===== config.mk =====
export PLATFORM = sky130hd
export DESIGN_NAME = morse_light_decoder
export DESIGN_NICKNAME = d
export VERILOG_FILES = /design/src/design/mld_pkg.sv /design/src/design/morse_light_decoder.sv /design/src/design/mld_fifo.sv /design/src/design/mld_front.sv /design/src/design/mld_back.sv
export SDC_FILE = /design/constraint.sdc
export NUM_CORES = 1
export LEC_CHECK = 0
export BUFFER_PORTS_ARGS = -buffer_cell sky130_fd_sc_hd__buf_2
export CAP_MARGIN = 10
export CORE_MARGIN = 8
export CORE_UTILIZATION = 50
export CTS_CLUSTER_SIZE = 14
export DETAILED_ROUTE_END_ITERATION = 12
export HOLD_SLACK_MARGIN = 0.15
export PLACE_DENSITY = 0.68
export SYNTH_ARGS = -nofsm -noshare
export SYNTH_HDL_FRONTEND = slang
export SYNTH_SLANG_ARGS = --single-unit

===== constraint.sdc =====
create_clock -name clk_i -period 5.3 [get_ports clk_i]
set_input_delay 1.06 -clock clk_i [delete_from_list [all_inputs] [get_ports clk_i]]
set_output_delay 1.06 -clock clk_i [all_outputs]
set_load 0.1 [all_outputs]

===== src/design/mld_pkg.sv =====
// ----------------------------------------------------------------------------
// Morse light decoder package
// Shared types, register codes, reset values and the character ROM.
// ----------------------------------------------------------------------------
package mld_pkg;

  localparam int unsigned SampleWidth  = 12;
  localparam int unsigned MaxElements  = 6;
  localparam int unsigned ElemCntWidth = 3;
  localparam int unsigned CfgIdxWidth  = 2;

  localparam logic [11:0] ThresholdReset = 12'd2815;
  localparam logic [7:0]  DashMinReset   = 8'd3;
  localparam logic [7:0]  DecodeGapReset = 8'd4;
  localparam logic [7:0]  MinDecodeGap   = 8'd2;

  typedef enum logic [CfgIdxWidth-1:0] {
    CfgLightThreshold = 2'd0,
    CfgDashMinSamples = 2'd1,
    CfgDecodeGap      = 2'd2
  } cfg_idx_e;

  typedef enum logic [2:0] {
    EvNone     = 3'd0,
    EvDot      = 3'd1,
    EvDash     = 3'd2,
    EvWait     = 3'd3,
    EvDecoded  = 3'd4,
    EvEnd      = 3'd5,
    EvOverflow = 3'd6
  } event_e;

  typedef enum logic [1:0] {
    LedOff  = 2'd0,
    LedRed  = 2'd1,
    LedBlue = 2'd2
  } led_e;

  typedef struct packed {
    logic [7:0] dash_min;
    logic [7:0] decode_gap;
  } cfg_t;

  typedef struct packed {
    event_e     event_res;
    led_e       led_state;
    logic       char_valid;
    logic [7:0] char_code;
  } result_t;

  // Index is the element count (1 to 6) and the element bits, dash as one.
  function automatic logic [7:0] char_lookup(input logic [ElemCntWidth-1:0] len,
                                             input logic [MaxElements-1:0] bits);
    logic [7:0] code;
    code = 8'h00;
    case ({len, bits})
      {3'd1, 6'd0}:  code = "E";
      {3'd1, 6'd1}:  code = "T";
      {3'd2, 6'd0}:  code = "I";
      {3'd2, 6'd1}:  code = "N";
      {3'd2, 6'd2}:  code = "A";
      {3'd2, 6'd3}:  code = "M";
      {3'd3, 6'd0}:  code = "S";
      {3'd3, 6'd1}:  code = "D";
      {3'd3, 6'd2}:  code = "R";
      {3'd3, 6'd3}:  code = "G";
      {3'd3, 6'd4}:  code = "U";
      {3'd3, 6'd5}:  code = "K";
      {3'd3, 6'd6}:  code = "W";
      {3'd3, 6'd7}:  code = "O";
      {3'd4, 6'd0}:  code = "H";
      {3'd4, 6'd1}:  code = "B";
      {3'd4, 6'd2}:  code = "L";
      {3'd4, 6'd3}:  code = "Z";
      {3'd4, 6'd4}:  code = "F";
      {3'd4, 6'd5}:  code = "C";
      {3'd4, 6'd6}:  code = "P";
      {3'd4, 6'd7}:  code = "%";
      {3'd4, 6'd8}:  code = "V";
      {3'd4, 6'd9}:  code = "X";
      {3'd4, 6'd10}: code = 8'h5c;
      {3'd4, 6'd11}: code = "Q";
      {3'd4, 6'd12}: code = "#";
      {3'd4, 6'd13}: code = "Y";
      {3'd4, 6'd14}: code = "J";
      {3'd4, 6'd15}: code = "^";
      {3'd5, 6'd0}:  code = "5";
      {3'd5, 6'd1}:  code = "6";
      {3'd5, 6'd3}:  code = "7";
      {3'd5, 6'd7}:  code = "8";
      {3'd5, 6'd9}:  code = "/";
      {3'd5, 6'd10}: code = "+";
      {3'd5, 6'd13}: code = "(";
      {3'd5, 6'd15}: code = "9";
      {3'd5, 6'd16}: code = "4";
      {3'd5, 6'd17}: code = "=";
      {3'd5, 6'd24}: code = "3";
      {3'd5, 6'd28}: code = "2";
      {3'd5, 6'd30}: code = "1";
      {3'd5, 6'd31}: code = "0";
      {3'd6, 6'd7}:  code = ":";
      {3'd6, 6'd12}: code = 8'h3f;
      {3'd6, 6'd18}: code = 8'h22;
      {3'd6, 6'd21}: code = ";";
      {3'd6, 6'd22}: code = "@";
      {3'd6, 6'd30}: code = 8'h27;
      {3'd6, 6'd33}: code = "-";
      {3'd6, 6'd42}: code = ".";
      {3'd6, 6'd44}: code = "_";
      {3'd6, 6'd45}: code = ")";
      {3'd6, 6'd51}: code = ",";
      {3'd6, 6'd53}: code = "!";
      default:       code = 8'h00;
    endcase
    return code;
  endfunction

endpackage


===== src/design/morse_light_decoder.sv =====
// ----------------------------------------------------------------------------
// Morse light decoder
// Turns light sensor samples into Morse elements, decode events and characters.
//
//   Channel   Direction  Handshake           Payload
//   input     in         push / full         sample_i
//   result    out        pop / empty         event_res_o, led_state_o,
//                                            char_valid_o, char_code_o
//   config    in         cfg_valid_i / cfg_ready_o  cfg_index_i, cfg_data_i
//
// One sample is taken per cycle unless the classification queue is full, and
// gives one result: it is classified on entry, queued, made into a result by
// the back end and written to the result queue, from which it is popped; the
// back end updates its run counters once per cycle while it is not stalled.
// Reset restores the register defaults and clears the counters and queues.
// A full result queue stalls the back end; input stalls when the
// two-entry classification queue is full.
// ----------------------------------------------------------------------------
module morse_light_decoder #(
  parameter int unsigned COUNT_WIDTH = 16
) (
  input  logic                            clk_i,
  input  logic                            rst_ni,
  input  logic                            cfg_valid_i,
  output logic                            cfg_ready_o,
  input  logic [mld_pkg::CfgIdxWidth-1:0] cfg_index_i,
  input  logic [mld_pkg::SampleWidth-1:0] cfg_data_i,
  input  logic                            push,
  output logic                            full,
  input  logic [mld_pkg::SampleWidth-1:0] sample_i,
  output logic                            empty,
  input  logic                            pop,
  output logic [2:0]                      event_res_o,
  output logic [1:0]                      led_state_o,
  output logic                            char_valid_o,
  output logic [7:0]                      char_code_o
);

  mld_pkg::cfg_t    cfg;
  mld_pkg::result_t res_in;
  mld_pkg::result_t res_out;
  logic             cls_push;
  logic             cls_light_in;
  logic             cls_full;
  logic             cls_pop;
  logic             cls_light_out;
  logic             cls_empty;
  logic             res_push;
  logic             res_full;

  mld_front u_front (
    .clk_i       (clk_i),
    .rst_ni      (rst_ni),
    .cfg_valid_i (cfg_valid_i),
    .cfg_ready_o (cfg_ready_o),
    .cfg_index_i (cfg_index_i),
    .cfg_data_i  (cfg_data_i),
    .push        (push),
    .full        (full),
    .sample_i    (sample_i),
    .cls_push_o  (cls_push),
    .cls_light_o (cls_light_in),
    .cls_full_i  (cls_full),
    .cfg_o       (cfg)
  );

  mld_fifo #(
    .Width (1),
    .Depth (2)
  ) u_cls_fifo (
    .clk_i   (clk_i),
    .rst_ni  (rst_ni),
    .push_i  (cls_push),
    .data_i  (cls_light_in),
    .full_o  (cls_full),
    .pop_i   (cls_pop),
    .data_o  (cls_light_out),
    .empty_o (cls_empty)
  );

  mld_back #(
    .CountWidth (COUNT_WIDTH)
  ) u_back (
    .clk_i       (clk_i),
    .rst_ni      (rst_ni),
    .cfg_i       (cfg),
    .cls_empty_i (cls_empty),
    .cls_light_i (cls_light_out),
    .cls_pop_o   (cls_pop),
    .res_full_i  (res_full),
    .res_push_o  (res_push),
    .res_o       (res_in)
  );

  mld_fifo #(
    .Width ($bits(mld_pkg::result_t)),
    .Depth (2)
  ) u_res_fifo (
    .clk_i   (clk_i),
    .rst_ni  (rst_ni),
    .push_i  (res_push),
    .data_i  (res_in),
    .full_o  (res_full),
    .pop_i   (pop),
    .data_o  (res_out),
    .empty_o (empty)
  );

  assign event_res_o  = res_out.event_res;
  assign led_state_o  = res_out.led_state;
  assign char_valid_o = res_out.char_valid;
  assign char_code_o  = res_out.char_code;

endmodule


===== src/design/mld_fifo.sv =====
// ----------------------------------------------------------------------------
// Morse light decoder queue
// Small register queue with push/full and pop/empty handshakes.
// ----------------------------------------------------------------------------
module mld_fifo #(
  parameter int unsigned Width = 1,
  parameter int unsigned Depth = 2
) (
  input  logic             clk_i,
  input  logic             rst_ni,
  input  logic             push_i,
  input  logic [Width-1:0] data_i,
  output logic             full_o,
  input  logic             pop_i,
  output logic [Width-1:0] data_o,
  output logic             empty_o
);

  localparam int unsigned PtrWidth = (Depth > 1) ? $clog2(Depth) : 1;
  localparam int unsigned CntWidth = $clog2(Depth + 1);

  logic [Width-1:0]    mem_q [Depth];
  logic [PtrWidth-1:0] wr_ptr_q, wr_ptr_d;
  logic [PtrWidth-1:0] rd_ptr_q, rd_ptr_d;
  logic [CntWidth-1:0] count_q, count_d;
  logic                do_push;
  logic                do_pop;

  assign full_o  = (count_q == CntWidth'(Depth));
  assign empty_o = (count_q == '0);
  assign do_push = push_i && !full_o;
  assign do_pop  = pop_i && !empty_o;
  assign data_o  = mem_q[rd_ptr_q];

  always_comb begin
    wr_ptr_d = wr_ptr_q;
    rd_ptr_d = rd_ptr_q;
    count_d  = count_q;
    if (do_push) begin
      wr_ptr_d = (wr_ptr_q == PtrWidth'(Depth - 1)) ? '0 : wr_ptr_q + 1'b1;
    end
    if (do_pop) begin
      rd_ptr_d = (rd_ptr_q == PtrWidth'(Depth - 1)) ? '0 : rd_ptr_q + 1'b1;
    end
    if (do_push && !do_pop) begin
      count_d = count_q + 1'b1;
    end else if (do_pop && !do_push) begin
      count_d = count_q - 1'b1;
    end
  end

  always_ff @(posedge clk_i or negedge rst_ni) begin
    if (!rst_ni) begin
      wr_ptr_q <= '0;
      rd_ptr_q <= '0;
      count_q  <= '0;
    end else begin
      wr_ptr_q <= wr_ptr_d;
      rd_ptr_q <= rd_ptr_d;
      count_q  <= count_d;
    end
  end

  always_ff @(posedge clk_i) begin
    if (do_push) begin
      mem_q[wr_ptr_q] <= data_i;
    end
  end

endmodule


===== src/design/mld_front.sv =====
// ----------------------------------------------------------------------------
// Morse light decoder front end
// Holds the configuration registers and classifies each sample as light or dark.
// ----------------------------------------------------------------------------
module mld_front (
  input  logic                             clk_i,
  input  logic                             rst_ni,
  input  logic                             cfg_valid_i,
  output logic                             cfg_ready_o,
  input  logic [mld_pkg::CfgIdxWidth-1:0]  cfg_index_i,
  input  logic [mld_pkg::SampleWidth-1:0]  cfg_data_i,
  input  logic                             push,
  output logic                             full,
  input  logic [mld_pkg::SampleWidth-1:0]  sample_i,
  output logic                             cls_push_o,
  output logic                             cls_light_o,
  input  logic                             cls_full_i,
  output mld_pkg::cfg_t                    cfg_o
);

  logic [mld_pkg::SampleWidth-1:0] threshold_q, threshold_d;
  logic [7:0]                      dash_min_q, dash_min_d;
  logic [7:0]                      decode_gap_q, decode_gap_d;

  assign cfg_ready_o = 1'b1;
  assign full        = cls_full_i;
  assign cls_push_o  = push;
  assign cls_light_o = (sample_i >= threshold_q);
  assign cfg_o       = '{dash_min: dash_min_q, decode_gap: decode_gap_q};

  always_comb begin
    threshold_d  = threshold_q;
    dash_min_d   = dash_min_q;
    decode_gap_d = decode_gap_q;
    if (cfg_valid_i) begin
      unique case (mld_pkg::cfg_idx_e'(cfg_index_i))
        mld_pkg::CfgLightThreshold: threshold_d  = cfg_data_i;
        mld_pkg::CfgDashMinSamples: dash_min_d   = cfg_data_i[7:0];
        mld_pkg::CfgDecodeGap:      decode_gap_d = cfg_data_i[7:0];
        default: ;
      endcase
    end
  end

  always_ff @(posedge clk_i or negedge rst_ni) begin
    if (!rst_ni) begin
      threshold_q  <= mld_pkg::ThresholdReset;
      dash_min_q   <= mld_pkg::DashMinReset;
      decode_gap_q <= mld_pkg::DecodeGapReset;
    end else begin
      threshold_q  <= threshold_d;
      dash_min_q   <= dash_min_d;
      decode_gap_q <= decode_gap_d;
    end
  end

endmodule


===== src/design/mld_back.sv =====
// ----------------------------------------------------------------------------
// Morse light decoder back end
// Tracks light and dark runs, collects elements and decodes characters.
// ----------------------------------------------------------------------------
module mld_back #(
  parameter int unsigned CountWidth = 16
) (
  input  logic             clk_i,
  input  logic             rst_ni,
  input  mld_pkg::cfg_t    cfg_i,
  input  logic             cls_empty_i,
  input  logic             cls_light_i,
  output logic             cls_pop_o,
  input  logic             res_full_i,
  output logic             res_push_o,
  output mld_pkg::result_t res_o
);

  logic [CountWidth-1:0]                light_q, light_d;
  logic [CountWidth-1:0]                dark_q, dark_d;
  logic [mld_pkg::ElemCntWidth-1:0]     count_q, count_d;
  logic [mld_pkg::MaxElements-1:0]      bits_q, bits_d;
  logic [CountWidth-1:0]                light_inc;
  logic [CountWidth-1:0]                dark_inc;
  logic [CountWidth-1:0]                dash_min;
  logic [CountWidth-1:0]                gap;
  logic                                 go;
  logic                                 is_dash;
  logic [7:0]                           rom_code;

  assign go         = !cls_empty_i && !res_full_i;
  assign cls_pop_o  = go;
  assign res_push_o = go;
  assign light_inc  = (light_q == '1) ? light_q : light_q + 1'b1;
  assign dark_inc   = (dark_q == '1) ? dark_q : dark_q + 1'b1;
  assign dash_min   = CountWidth'(cfg_i.dash_min);
  assign gap        = (cfg_i.decode_gap < mld_pkg::MinDecodeGap) ?
                      CountWidth'(mld_pkg::MinDecodeGap) : CountWidth'(cfg_i.decode_gap);
  assign is_dash    = (light_q >= dash_min);
  assign rom_code   = mld_pkg::char_lookup(count_q, bits_q);

  always_comb begin
    light_d   = light_q;
    dark_d    = dark_q;
    count_d   = count_q;
    bits_d    = bits_q;
    res_o     = '{event_res: mld_pkg::EvNone, led_state: mld_pkg::LedOff,
                  char_valid: 1'b0, char_code: 8'h00};
    if (cls_light_i) begin
      light_d         = light_inc;
      dark_d          = '0;
      res_o.led_state = (light_inc >= dash_min) ? mld_pkg::LedBlue : mld_pkg::LedRed;
    end else if (light_q != '0) begin
      light_d = '0;
      dark_d  = CountWidth'(1);
      if (count_q == mld_pkg::ElemCntWidth'(mld_pkg::MaxElements)) begin
        count_d         = '0;
        bits_d          = '0;
        res_o.event_res = mld_pkg::EvOverflow;
      end else begin
        bits_d          = bits_q | (mld_pkg::MaxElements'(is_dash) << count_q);
        count_d         = count_q + 1'b1;
        res_o.event_res = is_dash ? mld_pkg::EvDash : mld_pkg::EvDot;
      end
    end else begin
      dark_d = dark_inc;
      if (dark_inc < gap) begin
        res_o.event_res = mld_pkg::EvWait;
      end else if (dark_inc == gap) begin
        res_o.event_res = mld_pkg::EvDecoded;
        if (count_q != '0) begin
          res_o.char_valid = 1'b1;
          res_o.char_code  = rom_code;
        end
      end else begin
        res_o.event_res = mld_pkg::EvEnd;
        count_d         = '0;
        bits_d          = '0;
      end
    end
  end

  always_ff @(posedge clk_i or negedge rst_ni) begin
    if (!rst_ni) begin
      light_q <= '0;
      dark_q  <= '0;
      count_q <= '0;
      bits_q  <= '0;
    end else if (go) begin
      light_q <= light_d;
      dark_q  <= dark_d;
      count_q <= count_d;
      bits_q  <= bits_d;
    end
  end

endmodule

==> results.md <==
* CTS max path bufs at 2
* GRT Util Overall at 0.204
* Sequential area share after synthesis at 0.388
* Hold path startpoint: u_cls_fifo.wr_ptr_q$_DFFE_PN0P_
* Post-CTS Hold Fix Bufs at 0
* H-Tree Depth at 3
* Clock root cell: clkbuf_16
* Met2 WL at 8790 um
* Crit start category: flip-flop
* Antenna diodes at 0
* Register area at 2780 sq um
* TritonCTS Sinks at 105
* DIE WIDTH at 136 um
* Sw frac at 0.502
* Setup crit end kind: flip-flop
* GRT overflow at 0
* Seq pwr share at 0.324
* Comb pwr share at 0.506
* Num CTS Buffers at 9
* Synth async-reset ratio at 0.733
* Fill cell count at 1308
* Fin crit share at 0.831
* Reg2reg path depth at 13
* Mapped Cells at 785
* Number of flops mapped to enable cells by yosys at 28
* Commonest non-fill, non-tap cells in the layout: nand2_1, nor2_1, dfrtp_1
* RR Endpoint: u_res_fifo.mem_q[0][2]$_DFFE_PP_
* Number of instances resized during post-cts repair at 0
* Via density at 6.29
* Primary FF master, synth: dfrtp_1
* Max-Cap Viols at 0
* Die ar. at 18500 sq um
* Antenna violations before repair at 0
* FF-to-FF setup slack at 900 ps
* ANT nets after route at 0
* Initial DRC Count at 651
* Clk_lat worst skew at 370 ps
* Hold Path Depth at 1
* Max_slew headroom at 0.202
* Synthesized flop and latch total at 105
* Minimum hold slack at 489 ps
* Setup CP Type: reg2reg
* Area of the multi-input gates at 4030 sq um
* PwrDens at 524 nW/um^2
* Mapped Avg Cell Area at 9.15 sq um
* First-pass GRT wire length at 30500 um
* Final setup vio count at 0
* Routed WL at 18700 um
* Routed WL per cell at 18.9 um
* Starting Density at 0.504
* Clock share of power at 0.171
* Post-Syn Nets at 857
* Peak Freq at 227 MHz
* Peak VDD IR at 0.381 mV
* Unrepaired setup endpoints after global routing: false
* Synthesized area at 7180 sq um
* Reg clk slew, reported paths at 80 ps
* Int Power at 2.02 mW
* Final count of hold timing violations at 0
* M1 WL at 8170 um
* Syn. warnings at 0
* Worst Hold Endpoint: u_cls_fifo.wr_ptr_q$_DFFE_PN0P_
* Critical path data arrival time at 4590 ps
* Fin Clk Skew at 10.2 ps
* Drt drc at 0
* Worst hold path type: reg2reg
* Post CTS Setup Buffer Count at 0
* Rows at 44
* Post-DP HPWL at 13500 um
* Layout area overhead at 7.77%
* Die height at 136 um
* Crit Reg-Reg Startpoint: u_back.dark_q[0]$_DFFE_PN0P_
* Core ar. at 14300 sq um
* Port Buffers at 45
* Vias at 6201
* GPL Wtd Cong at 0.920
* Fin Setup TNS at 0 ps
* Status: finished clean
* Tightest Pin Transition at 1190 ps
* Met3 wire len at 1030 um
* DR pass1 iterations at 5
* Psw at 2.03 mW
* Max-slew violations at 0
* Vias in the first global route at 6097
* Required @ worst endpoint at 5480 ps
* Cell variety after synth at 83
* Ports at 48
* Largest net degree at the start of global routing at 78
* Leakage at 3.26 nW
* Crit Path Max Fanout at 9
* Top sig layer: met4
* Final nets at 869
* TritonCTS clock tree: built
* Minimum clock period at 4400 ps
* Layout cells sized above 1 at 0.161
==> cells in the mapped netlist, drive strengths merged (13+ instances only) <==
master / instances / area, sq um
nand2: 68 / 258
nor2: 68 / 258
dfrtp: 64 / 1600
o21ai: 51 / 259
ha: 41 / 513
inv: 41 / 154
a21oi: 39 / 195
clkbuf: 34 / 138
mux2: 31 / 349
nor3: 29 / 156
edfxtp: 28 / 841
nand3: 24 / 125
a31oi: 19 / 119
xnor2: 18 / 158
nand4: 15 / 106
dfstp: 13 / 342
==> cell type report <==
type	instances	share of cell area
clock buffer	9	0.0291
sequential	105	0.360
clock inverter	7	0.0103
tap	184	0.0297
multi-input combinational	593	0.520
inverter	42	0.0204
timing repair buffer	46	0.0304
==> worst max-delay path: stages (launching register included) <==
cell	delay (ps)
dfrtp_1	450
ha_1	240
nand2_1	150
or4_4	580
or2_1	380
and3_1	290
and3_1	200
xor2_1	160
ha_1	300
nand2_1	60
or3_2	530
nor3_1	370
o2111ai_2	250
a41oi_1	260
==> kinds of logic (layout without fill, tap and decap cells) <==
logic type	count (synthesis)	in the layout	synth area share
and+or+nand+nor	288	288	0.211
AOI/OAI and AO/OA	202	202	0.192
DFF	105	105	0.388
buffers and inverters	87	104	0.0523
adders and majority gates	41	41	0.0714
muxes	33	33	0.0514
xor gates and xnor gates	27	27	0.0329
other	2	2	0.00105
==> worst max-delay path by stage <==
stage | from | to | slack, ps | cells after the start
global placement | u_back.dark_q[0]$_DFFE_PN0P_ | u_res_fifo.mem_q[0][0]$_DFFE_PP_ | 1110 | 13
global route | u_back.dark_q[0]$_DFFE_PN0P_ | u_res_fifo.mem_q[1][0]$_DFFE_PP_ | 610 | 13
CTS | u_back.dark_q[0]$_DFFE_PN0P_ | u_res_fifo.mem_q[0][2]$_DFFE_PP_ | 930 | 13
finish | u_back.dark_q[0]$_DFFE_PN0P_ | u_res_fifo.mem_q[0][2]$_DFFE_PP_ | 900 | 13
floorplan | u_back.dark_q[0]$_DFFE_PN0P_ | u_back.bits_q[0]$_DFFE_PN0P_ | 1370 | 15
detailed placement | u_back.dark_q[0]$_DFFE_PN0P_ | u_res_fifo.mem_q[0][0]$_DFFE_PP_ | 940 | 13
==> per-stage QoR <==
stage          utilization  cell area, sq um  total power, mW  cells  setup WS (ps)
6_report             0.543              7740             4.05    986            896
5_1_grt              0.543              7740             4.28    986            608
4_1_cts              0.543              7740             4.06    986            927
3_5_place_dp         0.521              7430             3.36    970            941
3_3_place_gp         0.521              7430             3.31    970           1110
2_1_floorplan            -              7180             2.90    785           1370
==> registers in the layout, indices dropped and copies added (netlist names), 2 cells and up <==
register              cells
u_res_fifo.mem_q         26
u_back.dark_q            16
u_back.light_q           16
u_front.threshold_q      12
u_front.dash_min_q        8
u_front.decode_gap_q      8
u_back.bits_q             6
u_back.count_q            3
u_cls_fifo.count_q        2
u_cls_fifo.mem_q          2
u_res_fifo.count_q        2
==> layer usage <==
layer	vias to the layer above	GRT usage
met2	264	0.327
met5	-	0
met3	48	0.0399
met1	2974	0.258
met4	0	0.101
li1	2915	-
==> power groups by stage <==
stage	clock (mW)	combinational [mW]	sequential (mW)
floorplan	0	1.71	1.19
global placement	0	2.00	1.31
detailed placement	0	2.03	1.32
CTS	0.704	2.05	1.31
global route	0.737	2.20	1.34
finish	0.691	2.05	1.31
No activity file was read; power rests on OpenSTA's default activity.
